<file path="config.mk">
export PLATFORM = sky130hd
export DESIGN_NAME = dns_name_label_encoder_core
export DESIGN_NICKNAME = d
export VERILOG_FILES = /design/src/design/lne_pkg.sv /design/src/design/lne_cell.sv /design/src/design/dns_name_label_encoder_core.sv
export SDC_FILE = /design/constraint.sdc
export NUM_CORES = 1
export LEC_CHECK = 0
export ABC_AREA = 1
export BUFFER_PORTS_ARGS = -buffer_cell sky130_fd_sc_hd__buf_2
export CAP_MARGIN = 25
export CORE_UTILIZATION = 60
export CTS_CLUSTER_SIZE = 12
export DETAILED_ROUTE_END_ITERATION = 6
export PLACE_DENSITY = 0.83
export SYNTH_ARGS = -nofsm -noshare
export SYNTH_HDL_FRONTEND = slang
export SYNTH_HIERARCHICAL = 1
export SYNTH_SLANG_ARGS = --single-unit
</file>
<file path="constraint.sdc">
create_clock -name clk -period 10.85 [get_ports clk]
set_clock_uncertainty 0.2 [all_clocks]
set_input_delay 0.5425 -clock clk [delete_from_list [all_inputs] [get_ports clk]]
set_output_delay 0.5425 -clock clk [all_outputs]
set_load 0.02 [all_outputs]
</file>
<file path="src/design/lne_pkg.sv">
// Shared types and constants for the DNS name label encoder.
package lne_pkg;

    // Default label buffer depth
    localparam int LABEL_MAX_DEF = 32;

    // Character and byte codes
    localparam logic [7:0] DOT_CHAR = 8'h2E;
    localparam logic [7:0] NAME_END = 8'h00;

    // Input op codes
    localparam logic OP_CHAR = 1'b0;
    localparam logic OP_END  = 1'b1;

    // Input word: one name character or an end-of-name mark
    typedef struct packed {
        logic       op;
        logic [7:0] char_byte;
    } char_word_t;

    // Output word: one encoded byte
    typedef struct packed {
        logic [7:0] out_byte;
        logic       run_last;
        logic       label_overflow;
    } enc_word_t;

    // Per-cycle control broadcast to the cell row
    typedef struct packed {
        logic load;
        logic shift;
    } cell_ctl_t;

endpackage

</file>
<file path="src/design/lne_cell.sv">
// One byte cell of the label buffer row: loads at its own index, shifts toward the head.
module lne_cell #(
    parameter int IDX   = 0,
    parameter int CNT_W = 6
) (
    input  logic             clk,
    input  lne_pkg::cell_ctl_t ctl,
    input  logic [CNT_W-1:0] wr_idx,
    input  logic [7:0]       char_byte,
    input  logic [7:0]       from_next,
    output logic [7:0]       data
);
    import lne_pkg::*;

    logic [7:0] data_reg;

    // Shift toward head while draining, else capture when addressed
    always_ff @(posedge clk)
    begin
        if (ctl.shift)
        begin
            data_reg <= from_next;
        end
        else if (ctl.load && (wr_idx == CNT_W'(IDX)))
        begin
            data_reg <= char_byte;
        end
    end

    assign data = data_reg;

endmodule

</file>
<file path="src/design/dns_name_label_encoder_core.sv">
// DNS name label encoder: takes one character per word, after a dot or an end-of-name word it
// emits the length byte and the held label bytes, one per cycle, and after end-of-name a zero
// terminator. A plain character word never stalls the input. A dot word stalls it until the
// length byte and the n held characters (at most LABEL_MAX) have left, an end word until the
// terminator has left too; the label bytes leave a row of LABEL_MAX byte cells that shifts
// one position toward the head per output byte, so one byte leaves per cycle; output stall
// stretches this. Characters past LABEL_MAX are dropped and flagged on the terminator.
module dns_name_label_encoder_core #(
    parameter int LABEL_MAX = lne_pkg::LABEL_MAX_DEF
) (
    input  logic                clk,
    input  logic                rst_n,
    input  logic                char_valid,
    output logic                char_stall,
    input  lne_pkg::char_word_t char_word,
    output logic                enc_valid,
    input  logic                enc_stall,
    output lne_pkg::enc_word_t  enc_word
);
    import lne_pkg::*;

    localparam int CNT_W = $clog2(LABEL_MAX + 1);

    localparam logic [1:0] ST_IDLE = 2'd0;
    localparam logic [1:0] ST_LEN  = 2'd1;
    localparam logic [1:0] ST_DATA = 2'd2;
    localparam logic [1:0] ST_TERM = 2'd3;

    logic [1:0]       state_reg, state_next;
    logic [CNT_W-1:0] count_reg, count_next;
    logic             ovf_reg, ovf_next;
    logic             is_end_reg, is_end_next;
    logic             enc_valid_reg, enc_valid_next;
    enc_word_t        enc_word_reg, enc_word_next;
    logic             emit;
    logic             slot_free;
    logic             accept;
    cell_ctl_t        ctl;
    logic [7:0]       cell_data [LABEL_MAX];

    assign slot_free  = !enc_valid_reg || !enc_stall;
    assign char_stall = (state_reg != ST_IDLE);
    assign accept     = char_valid && !char_stall;

    // Row of label cells; the head cell feeds the output
    for (genvar i = 0; i < LABEL_MAX; i++)
    begin : g_cell
        logic [7:0] nxt;
        if (i == LABEL_MAX - 1)
        begin : g_tail
            assign nxt = 8'h00;
        end
        else
        begin : g_mid
            assign nxt = cell_data[i+1];
        end
        lne_cell #(
            .IDX   (i),
            .CNT_W (CNT_W)
        ) u_cell (
            .clk       (clk),
            .ctl       (ctl),
            .wr_idx    (count_reg),
            .char_byte (char_word.char_byte),
            .from_next (nxt),
            .data      (cell_data[i])
        );
    end

    // Sequencer: store characters, then drain length, label bytes, terminator
    always_comb
    begin
        state_next     = state_reg;
        count_next     = count_reg;
        ovf_next       = ovf_reg;
        is_end_next    = is_end_reg;
        emit           = 1'b0;
        enc_word_next  = enc_word_reg;
        ctl.load       = 1'b0;
        ctl.shift      = 1'b0;
        unique case (state_reg)
            ST_IDLE:
            begin
                if (accept)
                begin
                    if (char_word.op == OP_END)
                    begin
                        is_end_next = 1'b1;
                        state_next  = ST_LEN;
                    end
                    else if (char_word.char_byte == DOT_CHAR)
                    begin
                        is_end_next = 1'b0;
                        state_next  = ST_LEN;
                    end
                    else if (count_reg < CNT_W'(LABEL_MAX))
                    begin
                        ctl.load   = 1'b1;
                        count_next = count_reg + CNT_W'(1);
                    end
                    else
                    begin
                        ovf_next = 1'b1;
                    end
                end
            end
            ST_LEN:
            begin
                if (slot_free)
                begin
                    emit                         = 1'b1;
                    enc_word_next.out_byte       = 8'(count_reg);
                    enc_word_next.run_last       = !is_end_reg && (count_reg == '0);
                    enc_word_next.label_overflow = 1'b0;
                    if (count_reg != '0)
                    begin
                        state_next = ST_DATA;
                    end
                    else
                    begin
                        state_next = is_end_reg ? ST_TERM : ST_IDLE;
                    end
                end
            end
            ST_DATA:
            begin
                if (slot_free)
                begin
                    emit                         = 1'b1;
                    ctl.shift                    = 1'b1;
                    enc_word_next.out_byte       = cell_data[0];
                    enc_word_next.run_last       = !is_end_reg && (count_reg == CNT_W'(1));
                    enc_word_next.label_overflow = 1'b0;
                    count_next                   = count_reg - CNT_W'(1);
                    if (count_reg == CNT_W'(1))
                    begin
                        state_next = is_end_reg ? ST_TERM : ST_IDLE;
                    end
                end
            end
            ST_TERM:
            begin
                if (slot_free)
                begin
                    emit                         = 1'b1;
                    enc_word_next.out_byte       = NAME_END;
                    enc_word_next.run_last       = 1'b1;
                    enc_word_next.label_overflow = ovf_reg;
                    ovf_next                     = 1'b0;
                    state_next                   = ST_IDLE;
                end
            end
            default:
            begin
                state_next = ST_IDLE;
            end
        endcase
        if (emit)
        begin
            enc_valid_next = 1'b1;
        end
        else if (!enc_stall)
        begin
            enc_valid_next = 1'b0;
        end
        else
        begin
            enc_valid_next = enc_valid_reg;
        end
    end

    // Control state
    always_ff @(posedge clk or negedge rst_n)
    begin
        if (!rst_n)
        begin
            state_reg     <= ST_IDLE;
            count_reg     <= '0;
            ovf_reg       <= 1'b0;
            is_end_reg    <= 1'b0;
            enc_valid_reg <= 1'b0;
        end
        else
        begin
            state_reg     <= state_next;
            count_reg     <= count_next;
            ovf_reg       <= ovf_next;
            is_end_reg    <= is_end_next;
            enc_valid_reg <= enc_valid_next;
        end
    end

    // Output payload register
    always_ff @(posedge clk)
    begin
        enc_word_reg <= enc_word_next;
    end

    assign enc_valid = enc_valid_reg;
    assign enc_word  = enc_word_reg;

    // Held count never passes the buffer depth
    a_count_bound: assert property (@(posedge clk) disable iff (!rst_n)
        count_reg <= CNT_W'(LABEL_MAX))
        else $error("label count beyond buffer depth");

    // Overflow flag only rides on a terminator byte
    a_ovf_on_term: assert property (@(posedge clk) disable iff (!rst_n)
        (enc_valid && enc_word.label_overflow) |->
            (enc_word.out_byte == NAME_END && enc_word.run_last))
        else $error("overflow flag on non-terminator byte");

    // Overflow is only raised with a full buffer
    a_ovf_when_full: assert property (@(posedge clk) disable iff (!rst_n)
        $rose(ovf_reg) |-> ($past(count_reg) == CNT_W'(LABEL_MAX)))
        else $error("overflow set with room left");

    // Dot or end word starts a drain with the length byte
    a_drain_start: assert property (@(posedge clk) disable iff (!rst_n)
        (accept && (char_word.op == OP_END || char_word.char_byte == DOT_CHAR))
            |=> (state_reg == ST_LEN))
        else $error("drain did not start");

    // The row shifts only when a label byte leaves
    a_shift_emits: assert property (@(posedge clk) disable iff (!rst_n)
        ctl.shift |=> (enc_valid && enc_word.label_overflow == 1'b0))
        else $error("shift without output byte");

endmodule
</file>
Yosys cells after proc, flatten, opt, wreduce, memory -nomap -nowiden

Index checks and enable logic that the tools add are counted.

Add/sub/neg operators: 2
Multiplexer cells: 100
Equality and inequality tests: 46
Order comparisons: 1
Reductions and logical operators: 85

Operators by type and width:

| kind                                                                   | number |
|---|---|
| 8-bit two-way mux                                                      | 62 |
| 6-bit by 5-bit equality test with 1-bit output (second input constant) | 16 |
| 2-bit nonzero test                                                     | 35 |
| 6-bit by 4-bit equality test with 1-bit output (second input constant) | 8 |
| 1-bit logical AND                                                      | 35 |
| 10-bit two-way mux                                                     | 3 |
| 6-bit two-way mux                                                      | 5 |
| 10-bit one-hot mux with 3 select lines                                 | 1 |
| 6-bit by 3-bit equality test with 1-bit output (second input constant) | 4 |
| 2-bit two-way mux                                                      | 9 |
| 2-bit != test (second input constant)                                  | 9 |
| 6-bit AND reduction                                                    | 3 |
| 1-bit two-way mux                                                      | 17 |
| 6-bit by 2-bit equality test with 1-bit output (second input constant) | 2 |
| 6-bit one-hot mux with 2 select lines                                  | 1 |
| 8-bit by 6-bit equality test with 1-bit output (second input constant) | 1 |
| 2-bit one-hot mux with 4 select lines                                  | 1 |
| 6-bit by 1-bit adder with 6-bit output (second input constant)         | 1 |
| 6-bit by 1-bit equality test with 1-bit output (second input constant) | 1 |
| 6-bit zero test                                                        | 1 |
| 6-bit < comparator (second input constant)                             | 1 |
| 6-bit nonzero test                                                     | 1 |
| 6-bit by 1-bit subtractor with 6-bit output (second input constant)    | 1 |
| 2-bit equality test (second input constant)                            | 2 |
| other kinds (11)                                                       | 14 |

Register bits: 277

Longest topological paths before layout

Gate-level depths: netlist of run 1.

Depth in word-level cells: 9
Depth in mapped cells: 10
Mapped depth without buffers: 10

Cells and area by module

The synthesis of run 1 kept the hierarchy.

Modules (own cells, without submodules):

| module                            | area each (um2) | cells each | instances | sequential area each (um2) |
|---|---|---|---|---|
| lne_cell at g_cell[10].u_cell ... | 382.9           | 44         | 10        | 240.2 |
| lne_cell at g_cell[19].u_cell ... | 379.1           | 43         | 6         | 240.2 |
| lne_cell at g_cell[15].u_cell ... | 375.4           | 42         | 5         | 240.2 |
| lne_cell at g_cell[1].u_cell ...  | 394.1           | 47         | 4         | 240.2 |
| lne_cell at g_cell[11].u_cell ... | 386.6           | 45         | 4         | 240.2 |
| dns_name_label_encoder_core       | 1370.1          | 178        | 1         | 575.6 |
| lne_cell at g_cell[0].u_cell      | 390.4           | 46         | 1         | 240.2 |
| lne_cell at g_cell[31].u_cell     | 371.6           | 41         | 1         | 240.2 |
| lne_cell at g_cell[16].u_cell     | 370.4           | 40         | 1         | 240.2 |

Worst setup path after synthesis of run 1

OpenSTA, ideal clock, no wires.

Kind: flip-flop to flip-flop
From: register count_reg[5]
To: register g_cell[16].u_cell.data_reg[0], enable pin
Cell stages (with the launch flop): 5
Data arrival time: 3.413 ns
Path slack: 6.853 ns
Buffers on the path: 1
Setup time: 0.384 ns
Clock period less this slack: 3.997 ns
Data required time: 10.266 ns
Cells stage by stage: dfrtp_1 buf_2 nor3_1 nand3_1 o21ai_0

RTL lines:

| item                   | RTL line                           | RTL |
|---|---|---|
| start, declared        | dns_name_label_encoder_core.sv:30  | `logic [CNT_W-1:0] count_reg, count_next;` |
| start signal, assigned | dns_name_label_encoder_core.sv:186 | `count_reg <= count_next;` |
| end signal, assigned   | lne_cell.sv:22                     | `data_reg <= from_next;` |
| end signal, assigned   | lne_cell.sv:26                     | `data_reg <= char_byte;` |
| end, declared          | lne_cell.sv:15                     | `logic [7:0] data_reg;` |

==> flow_metrics.tcl, run 1 <==
set metrics [dict create \
    drive_above_1_share 0.07152 \
    synthXorXnorAreaFrac 0.004506 \
    synth-seq-cells 277 \
    reg2reg_to "g_cell[16].u_cell/data[0]" \
    antenna_found_initial 0 \
    hold_viol 0 \
    fin_setup_tns_ns 0 \
    core_area_sq_um 22030 \
    power_density_nw_per_um2 248.6 \
    drtIter0Drc 1083 \
    port_buffers 24 \
    critical_path_class "flip-flop to flip-flop" \
    post-route-period-util 0.3583 \
    ys_seq_area_frac 0.6073 \
    cp-end-kind "flip-flop" \
    grt_pass1_wl_um 45890 \
    nets 1638 \
    viasPerCell 5.261 \
    fin_ws_ns 6.963 \
    cts_made_buffers 29 \
    dp_hpwl_um 16620 \
    ir_drop_mv 0.1805 \
    maxCapViolCount 0 \
    startpoint "state_reg[1]" \
    wl_um 28090 \
    holdPathStages 3 \
    syn_area_per_cell_sq_um 8.606 \
    drc_errors 0 \
    max_freq_mhz 257.2 \
    hold-worst-slack_ns 0.1026 \
    start_util 0.6177 \
    cts_root_buffer "clkbuf_16" \
    netlist_area_sq_um 13610 \
    path_max_fanout 204 \
    synth-simple-area-share 0.3042 \
    die_area_sq_um 23280 \
    rsz0062_at_grt "no" \
    synth_area_leaders "edfxtp_1 59%, nand2_1 27%, inv_1 3.2%, buf_6 2.9%, nor2_1 2.1%" \
    ant_nets 0 \
    grt_remaining_overflow 0 \
    insertedDiodeCount 0 \
    wl_per_cell_um 14.66 \
    synth_area_leader_cell "edfxtp_1" \
    area_growth_pct 8.056 \
    clock_sinks 277 \
    finalMaxSlewViolations 0 \
    floorplan.rows 54 \
    synth-compound-area-share 0.008277 \
    status "finished clean" \
    grt_max_degree 205 \
    first_global_vias 9518 \
    synth_cell_types 25 \
    dp_cells 1868 \
    cts_max_level 1 \
    synth_top_family_by_area "simple AND/OR/NAND/NOR gates" \
    setup_viol 0 \
    r2r_slack_ns 6.96 \
    r2r_cells 7 \
    synth.top_cell.area_share 0.5871 \
    p_leak_uw 0.006671 \
    synthCells 1581 \
    cts_buffer_depth 3 \
    dp_slack_ns 6.998 \
    path_clk_slew_ns 0.06 \
    layoutNonFillerInstCount 1916 \
    synth-adder-area-share 0.003678 \
    die_width_um 152.6 \
    slew_headroom 0.3388 \
    pin_count 25 \
    track_usage 0.2434 \
    worstMarginPinSlew_ns 0.9919 \
    r2r-start "state_reg[1]" \
    ys_warn_count 6 \
    cp.required_ns 10.91 \
    gp_congestion 0.8590 \
    hold_class "primary input to flip-flop" \
    start_kind "flip-flop" \
    fill_cells 1634 \
    layout_min_cycle_time_ns 3.887 \
    die_h_um 152.6 \
    cp.arrival_ns 3.95 \
    crit_path_end "g_cell[16].u_cell/data[0]" \
    cts_tree "done" \
    vias 10080 \
    largest_reg_flops 256 \
    clkLatencyLatePin_ns 0.56 \
    synthMuxAreaShare 0 \
    dr.pass1.iters 7 \
]
==> worst max-delay path, cell delays in order, from the launching register on <==
cell and delay (ns):
dfrtp_1 0.57, nand2_1 0.38, nor2_4 0.23, buf_12 0.54
buf_4 0.81, inv_2 0.19, o21ai_0 0.21, buf_2 0.25
==> what timing repair did <==
| item | in CTS | in global routing |
|---|---|---|
| gates resized for setup | 0 | 0 |
| endpoints found under the hold margin | 11 | 0 |
| hold buffers | 1 | 0 |
| buffers inserted | 0 | 0 |
==> area by class of cell <==
cell class	count	area (sq um)	area share
Sequential cell	277	8263	0.5620
Multi-Input combinational cell	1122	4405	0.2997
Clock buffer	34	744.5	0.05064
Inverter	151	566.8	0.03855
Tap cell	280	350.3	0.02383
Timing Repair Buffer	40	252.7	0.01719
Clock inverter	12	118.9	0.008085
==> cells by family (layout without fill, tap and decap cells) <==
| logic type | after synthesis | after routing |
|---|---|---|
| XOR/XNOR | 7 | 7 |
| adder cells (fa/ha/maj) | 4 | 4 |
| buffers and inverters | 189 | 237 |
| other | 1 | 8 |
| AND/OR/NAND/NOR | 1087 | 1087 |
| AO/OA/AOI/OAI | 16 | 16 |
| flip-flops | 277 | 277 |
==> worst min path at each step <==
stage                             from            to  slack [ns]
after detailed placement         rst_n     enc_valid        0.24
after global routing      char_word[8]    is_end_reg        0.11
after global placement           rst_n     enc_valid        0.23
after floorplan                  rst_n  count_reg[0]        0.05
after CTS                    enc_stall     enc_valid        0.07
final                       char_valid       ovf_reg        0.10
==> cell usage in the layout (no fill, tap or decap), drive strengths merged, types with 6 or more instances in the layout <==
| cell | synthesis | routed |
|---|---|---|
| edfxtp | 266 | 266 |
| buf | 38 | 39 |
| conb | 1 | 8 |
| xor2 | 6 | 6 |
| nand2 | 994 | 994 |
| o21ai | 11 | 11 |
| nand3 | 11 | 11 |
| clkinv | 0 | 9 |
| dfrtp | 11 | 11 |
| nor2 | 77 | 77 |
| inv | 151 | 152 |
| clkbuf | 0 | 34 |
==> where the power goes <==
| part | internal [uW] | leakage [uW] | total, uW | switching (uW) |
|---|---|---|---|---|
| logic | 288 | 0.00367 | 1080 | 793 |
| clock network | 532 | 0.000418 | 928 | 396 |
| registers | 1540 | 0.00258 | 1650 | 108 |
| total | 2360 | 0.00667 | 3650 | 1300 |
==> layer usage <==
layer / vias to the layer above / global-route usage / wire [um]
li1: 4973 / - / -
met1: 4682 / 0.3344 / 12110
met2: 375 / 0.4017 / 13280
met3: 51 / 0.04238 / 2130
met4: 0 / 0.06686 / 580
met5: - / 0 / 0
==> stage by stage <==
| step | cell area, sq um | util | power (uW) |
|---|---|---|---|
| after CTS | 14700 | 0.6672 | 3654 |
| after detailed placement | 13820 | 0.6276 | 2725 |
| after global placement | 13820 | 0.6276 | 2668 |
| after floorplan | 13630 | - | 2509 |
| final | 14700 | 0.6675 | 3655 |
| after global routing | 14700 | 0.6675 | 3880 |
==> cell usage after synthesis, drive strengths merged <==
master  count
a22o        1
ha          4
dfrtp      11
edfxtp    266
xnor2       1
a21oi       3
nor2       77
conb        1
nand3b      1
xor2        6
o21bai      1
nand2     994
nor3        1
nand4       3
inv       151
nand3      11
buf        38
o21ai      11
No activity file was read; power rests on OpenSTA's default activity.
==> run 2, diff against run 1 <==
--- a/config.mk
+++ b/config.mk
@@ -8,10 +8,10 @@
 export ABC_AREA = 1
 export BUFFER_PORTS_ARGS = -buffer_cell sky130_fd_sc_hd__buf_2
 export CAP_MARGIN = 25
-export CORE_UTILIZATION = 60
+export CORE_UTILIZATION = 57
 export CTS_CLUSTER_SIZE = 12
 export DETAILED_ROUTE_END_ITERATION = 6
-export PLACE_DENSITY = 0.83
+export PLACE_DENSITY = 0.82
 export SYNTH_ARGS = -nofsm -noshare
 export SYNTH_HDL_FRONTEND = slang
 export SYNTH_HIERARCHICAL = 1
==> constraint.sdc (replaced) <==
create_clock -name clk -period 3.24 [get_ports clk]
set_clock_uncertainty 0.2 [all_clocks]
set_input_delay 0.162 -clock clk [delete_from_list [all_inputs] [get_ports clk]]
set_output_delay 0.162 -clock clk [all_outputs]
set_load 0.02 [all_outputs]
==> run 2 against run 1 <==
Compared with the run above:
- via count grew 1.3%
- critical path depth grew 1
- combinational power grew to 3.5 times the previous value
- non-clock buffer count grew 17
- wire length grew 1.5%
- clock power grew to 3.2 times the previous value
- count of clock-buffer cells in the layout grew 3
- power grew to 3.4 times the previous value
- die area grew 5.2%
==> flow_metrics.tcl, run 2 (synthesis results as in run 1) <==
set metrics [dict create \
    status "finished clean" \
    cp.arrival_ns 2.65 \
    antenna_found_initial 1 \
    max_freq_mhz 377.3 \
    hold_viol 0 \
    ir_drop_mv 0.5068 \
    post-route-period-util 0.8181 \
    area_growth_pct 9.573 \
    layoutNonFillerInstCount 1974 \
    vias 10210 \
    drtIter0Drc 874 \
    worstMarginPinSlew_ns 0.6455 \
    cts_max_level 1 \
    gp_congestion 0.8495 \
    layout_min_cycle_time_ns 2.651 \
    crit_top_cell "nand2_1" \
    drc_errors 0 \
    setup_viol 0 \
    viasPerCell 5.172 \
    dr.pass1.iters 5 \
    track_usage 0.2413 \
    cp-end-kind "flip-flop" \
    path_max_fanout 31 \
    r2r_cells 8 \
    fin_area_sq_um 14910 \
    start_kind "flip-flop" \
    cts_made_buffers 29 \
    finalMaxSlewViolations 0 \
    clkLatencyLatePin_ns 0.55 \
    r2r-start "state_reg[0]" \
    final_common_cell "nand2_1" \
    path_delay_family "simple AND/OR/NAND/NOR gates" \
    path_clk_slew_ns 0.06 \
    crit_buf_inv 2 \
    floorplan.rows 56 \
    port_buffers 24 \
    p_leak_uw 0.006751 \
    critical_path_class "flip-flop to flip-flop" \
    hold_class "primary input to flip-flop" \
    r2r_slack_ns 0.59 \
    max_stage_delay_ns 0.50 \
    holdPathStages 8 \
    largest_reg_flops 256 \
    whs_endpoint "state_reg[0]" \
    clock_sinks 277 \
    cts_buffer_depth 3 \
    reg2reg_to "g_cell[8].u_cell/data[4]" \
    cts_tree "done" \
    grt_remaining_overflow 0 \
    layout_common_cells "991 x nand2_1, 266 x edfxtp_1, 116 x inv_1, 75 x nor2_1, 35 x inv_2" \
    first_global_vias 9823 \
    pin_count 25 \
    dp_hpwl_um 17430 \
    die_h_um 156.5 \
    die_width_um 156.5 \
    die_area_sq_um 24490 \
    cts_resized 0 \
    grt_pass1_wl_um 46960 \
    maxCapViolCount 0 \
    nets 1655 \
    drive_above_1_share 0.07860 \
    rsz0062_at_grt "no" \
    ant_nets 0 \
    power_density_nw_per_um2 821.4 \
    fin_setup_tns_ns 0 \
    grt_max_degree 70 \
    wl_um 28530 \
    crit_path_cell_trace "nor2_4 > nand2_1 > nor3_4 > buf_4 > inv_1 > nor2_1 > nand2_1 > nand2_1" \
    slew_headroom 0.5697 \
    dp_cells 1920 \
    wl_per_cell_um 14.45 \
    hold_start "char_word[2]" \
    core_area_sq_um 23470 \
    cp.required_ns 3.24 \
    slowest_stage "dfrtp_1" \
    place_area_sq_um 14010 \
    cts_root_buffer "clkbuf_16" \
    start_util 0.5796 \
]
==> run 2: changes by cell type in the layout (fill, tap and decap cells not counted), sizes merged <==
cell / before / now
clkinv: 9 / 7
dlygate4sd3: 1 / 6
buf: 39 / 51
bufinv: 2 / 1
clkbuf: 34 / 37
diode: 0 / 1
inv: 152 / 153
==> run 2: cell type report <==
cell class,instances,area [sq um]
Inverter,151,566.8
Clock inverter,10,76.32
Antenna cell,1,2.502
Fill cell,1885,8564
Sequential cell,277,8263
Clock buffer,37,755.7
Multi-Input combinational cell,1122,4412
Timing Repair Buffer,57,432.9
Tap cell,319,399.1
==> run 2: how the worst max path moves through the flow <==
stage / from / to / depth (start not counted)
final: state_reg[0] / g_cell[8].u_cell/data[4] / 8
after global placement: state_reg[0] / g_cell[16].u_cell/data[6] / 5
after detailed placement: state_reg[0] / g_cell[27].u_cell/data[4] / 8
after floorplan: state_reg[0] / g_cell[16].u_cell/data[0] / 7
after CTS: state_reg[0] / g_cell[8].u_cell/data[4] / 8
after global routing: state_reg[0] / g_cell[8].u_cell/data[0] / 8
==> run 2: power breakdown <==
group          internal (uW)  switching (uW)  total, uW
registers               5150             272       5420
logic                   1040            2790       3830
clock network           1710            1290       2990
total                   7900            4350      12200
==> run 2: per-stage QoR <==
step	hold WS [ns]	utilization	power (uW)	setup WS, ns
after global routing	0.1159	0.6350	12980	0.3460
final	0.08332	0.6351	12250	0.5893
after floorplan	-0.3336	-	8398	0.07518
after CTS	0.06692	0.6350	12280	0.6229
after detailed placement	-0.1555	0.5970	9249	0.6408
after global placement	-0.1580	0.5967	9059	0.5804
==> run 2: metal layers <==
layer | global-route usage | routed length, um | vias to the layer above
met5 | 0 | 0 | -
met2 | 0.4090 | 13880 | 366
li1 | - | - | 5014
met3 | 0.04929 | 2287 | 53
met1 | 0.3134 | 11750 | 4776
met4 | 0.07190 | 602 | 0
==> run 2: what timing repair did <==
action | CTS | global route
buffers inserted | 0 | 0
hold buffers | 6 | 0
endpoints found under the hold margin | 22 | 0
==> run 2: worst min-delay path, delay by kind of cell <==
| kind | cells | cell delay [ns] |
|---|---|---|
| AND/OR/NAND/NOR | 7 | 0.52 |
| buffers and inverters | 1 | 0.10 |
==> run 3, diff against run 2 <==
--- a/config.mk
+++ b/config.mk
@@ -8,10 +8,10 @@
 export ABC_AREA = 1
 export BUFFER_PORTS_ARGS = -buffer_cell sky130_fd_sc_hd__buf_2
 export CAP_MARGIN = 25
-export CORE_UTILIZATION = 57
+export CORE_UTILIZATION = 60
 export CTS_CLUSTER_SIZE = 12
 export DETAILED_ROUTE_END_ITERATION = 6
-export PLACE_DENSITY = 0.82
+export PLACE_DENSITY = 0.83
 export SYNTH_ARGS = -nofsm -noshare
 export SYNTH_HDL_FRONTEND = slang
 export SYNTH_HIERARCHICAL = 1
==> constraint.sdc (replaced) <==
create_clock -name clk -period 2.69 [get_ports clk]
set_clock_uncertainty 0.2 [all_clocks]
set_input_delay 0.1345 -clock clk [delete_from_list [all_inputs] [get_ports clk]]
set_output_delay 0.1345 -clock clk [all_outputs]
set_load 0.02 [all_outputs]
==> run 3 against run 2 <==
Compared with the run above:
- the flow now finishes with violations (design-rule violations)
- cell count down 1.4%
- via count up 1.2%
- clock power up 24%
- non-clock buffer count up 7
- critical path depth unchanged
==> flow_metrics.tcl, run 3 (synthesis results as in run 1) <==
set metrics [dict create \
    fin_area_sq_um 15000 \
    status "complete, but fails checks" \
    power_density_nw_per_um2 1007 \
    critical_path_class "flip-flop to flip-flop" \
    fin_setup_tns_ns 0 \
    clkLatencyLatePin_ns 0.54 \
    cts_tree "done" \
    crit_buf_inv 1 \
    path_max_fanout 32 \
    drc_errors 1 \
    ant_nets 0 \
    layout_common_cells "991 x nand2_1, 266 x edfxtp_1, 116 x inv_1, 75 x nor2_1, 35 x inv_2" \
    nets 1662 \
    die_width_um 152.6 \
    hold_viol 0 \
    track_usage 0.2683 \
    crit_top_cell "nand2_1" \
    antenna_found_initial 0 \
    dr.pass1.iters 7 \
    die_area_sq_um 23280 \
    port_buffers 24 \
    slowest_stage "dfrtp_1" \
    grt_pass1_wl_um 49070 \
    p_comb_frac 0.319 \
    layout_min_cycle_time_ns 2.493 \
    p_int_uw 9687 \
    cts_root_buffer "clkbuf_16" \
    viasPerCell 5.309 \
    sw_frac_of_total 0.3584 \
    place_area_sq_um 14070 \
    cp-end-kind "flip-flop" \
    drive_above_1_share 0.08343 \
    setup_viol 0 \
    cts_made_buffers 29 \
    violations "design-rule violations" \
    insertedDiodeCount 0 \
    final_common_cell "nand2_1" \
    dp_cells 1888 \
    vias 10330 \
    max_stage_delay_ns 0.49 \
    hold-worst-slack_ns 0.07049 \
    cts_resized 0 \
    start_kind "flip-flop" \
    floorplan.rows 54 \
    cp.arrival_ns 2.49 \
    max_freq_mhz 401.1 \
    power_frac_seq 0.435 \
    clkPwrFrac 0.246 \
    first_global_vias 9776 \
    grt_remaining_overflow 0 \
    cts_buffer_depth 3 \
    cts_max_level 1 \
    dp_hpwl_um 17960 \
    gp_congestion 0.8478 \
    path_clk_slew_ns 0.06 \
    ir_drop_mv 0.6746 \
    hold_class "primary input to flip-flop" \
    crit_path_cell_trace "nor2_4 > nand2_1 > nor3_4 > buf_12 > nand2_1 > nor2_1 > nand2_1 > nand2_1" \
    slew_headroom 0.6236 \
    post-route-period-util 0.9269 \
    rsz0062_at_grt "no" \
    wl_per_cell_um 15.97 \
    finalMaxSlewViolations 0 \
    wl_um 31080 \
    start_util 0.6177 \
    path_delay_family "simple AND/OR/NAND/NOR gates" \
    die_h_um 152.6 \
    drtIter0Drc 1065 \
    pin_count 25 \
    cp.required_ns 2.69 \
    cts_hold_buf 6 \
    postCtsSetupBuffers 0 \
    p_leak_uw 0.006819 \
    grt_max_degree 40 \
    worstMarginPinSlew_ns 0.5646 \
    switching_power_uw 5412 \
    clock_sinks 277 \
    maxCapViolCount 0 \
    largest_reg_flops 256 \
    layoutNonFillerInstCount 1946 \
    core_area_sq_um 22030 \
    area_growth_pct 10.23 \
]
==> run 3: cell types whose count changed in the layout (fill, tap and decap cells not counted), sizes merged <==
| cell | change |
|---|---|
| buf | +7 |
| diode | -1 |
| clkbuf | +7 |
| clkinv | -1 |
| inv | -1 |
==> run 3: cell type report <==
class / count / area (sq um)
clock buffer: 44 / 802.0
clock inverter: 8 / 63.81
fill: 1645 / 7029
inverter: 151 / 566.8
multi-input combinational: 1122 / 4415
sequential: 277 / 8263
tap: 280 / 350.3
timing repair buffer: 64 / 535.5
==> run 3: worst paths after layout <==
| path | slack, ns | start | cells past startpoint | to |
|---|---|---|---|---|
| worst max-delay path | 0.20 | state_reg[0] | 8 | g_cell[31].u_cell/data[4] |
| worst min-delay path | 0.07 | char_word[2] | 8 | state_reg[0] |
| worst max register to register | 0.20 | state_reg[0] | 8 | g_cell[31].u_cell/data[4] |
| worst min register to register | 0.31 | g_cell[11].u_cell/data[0] | 2 | g_cell[10].u_cell/data[0] |
| max in group asynchronous | 1.46 | rst_n | 3 | count_reg[5] |
| min in group asynchronous | 0.46 | rst_n | 3 | count_reg[3] |
==> run 3: power by group through the flow <==
stage               logic, uW  clock network (uW)  registers (uW)
floorplan                3310                   0            6810
global placement         4470                   0            6620
detailed placement       4670                   0            6620
CTS                      4740                3750            6560
global route             5370                3910            6640
finish                   4820                3720            6560
==> run 3: through the flow <==
step	util	total power (uW)	worst slack, ns
final	0.6809	15100	0.1967
after global routing	0.6809	15920	0.03675
after CTS	0.6809	15050	0.2067
after detailed placement	0.6388	11300	0.2122
after global placement	0.6388	11090	0.3416
after floorplan	-	10120	0.05805
==> run 3: worst reg2reg max path, cell delays in order (launching register included) <==
cell     delay, ns
dfrtp_1       0.49
nor2_4        0.24
nand2_1       0.17
nor3_4        0.25
buf_12        0.25
nand2_1       0.09
nor2_1        0.15
nand2_1       0.07
nand2_1       0.25
==> run 3: per-layer routing <==
layer / global-route usage / vias up / routed length, um
met5: 0 / - / 0
met4: 0.08418 / 0 / 779
met1: 0.3537 / 4715 / 12230
met2: 0.4543 / 516 / 14860
met3: 0.04693 / 68 / 3216
li1: - / 5032 / -
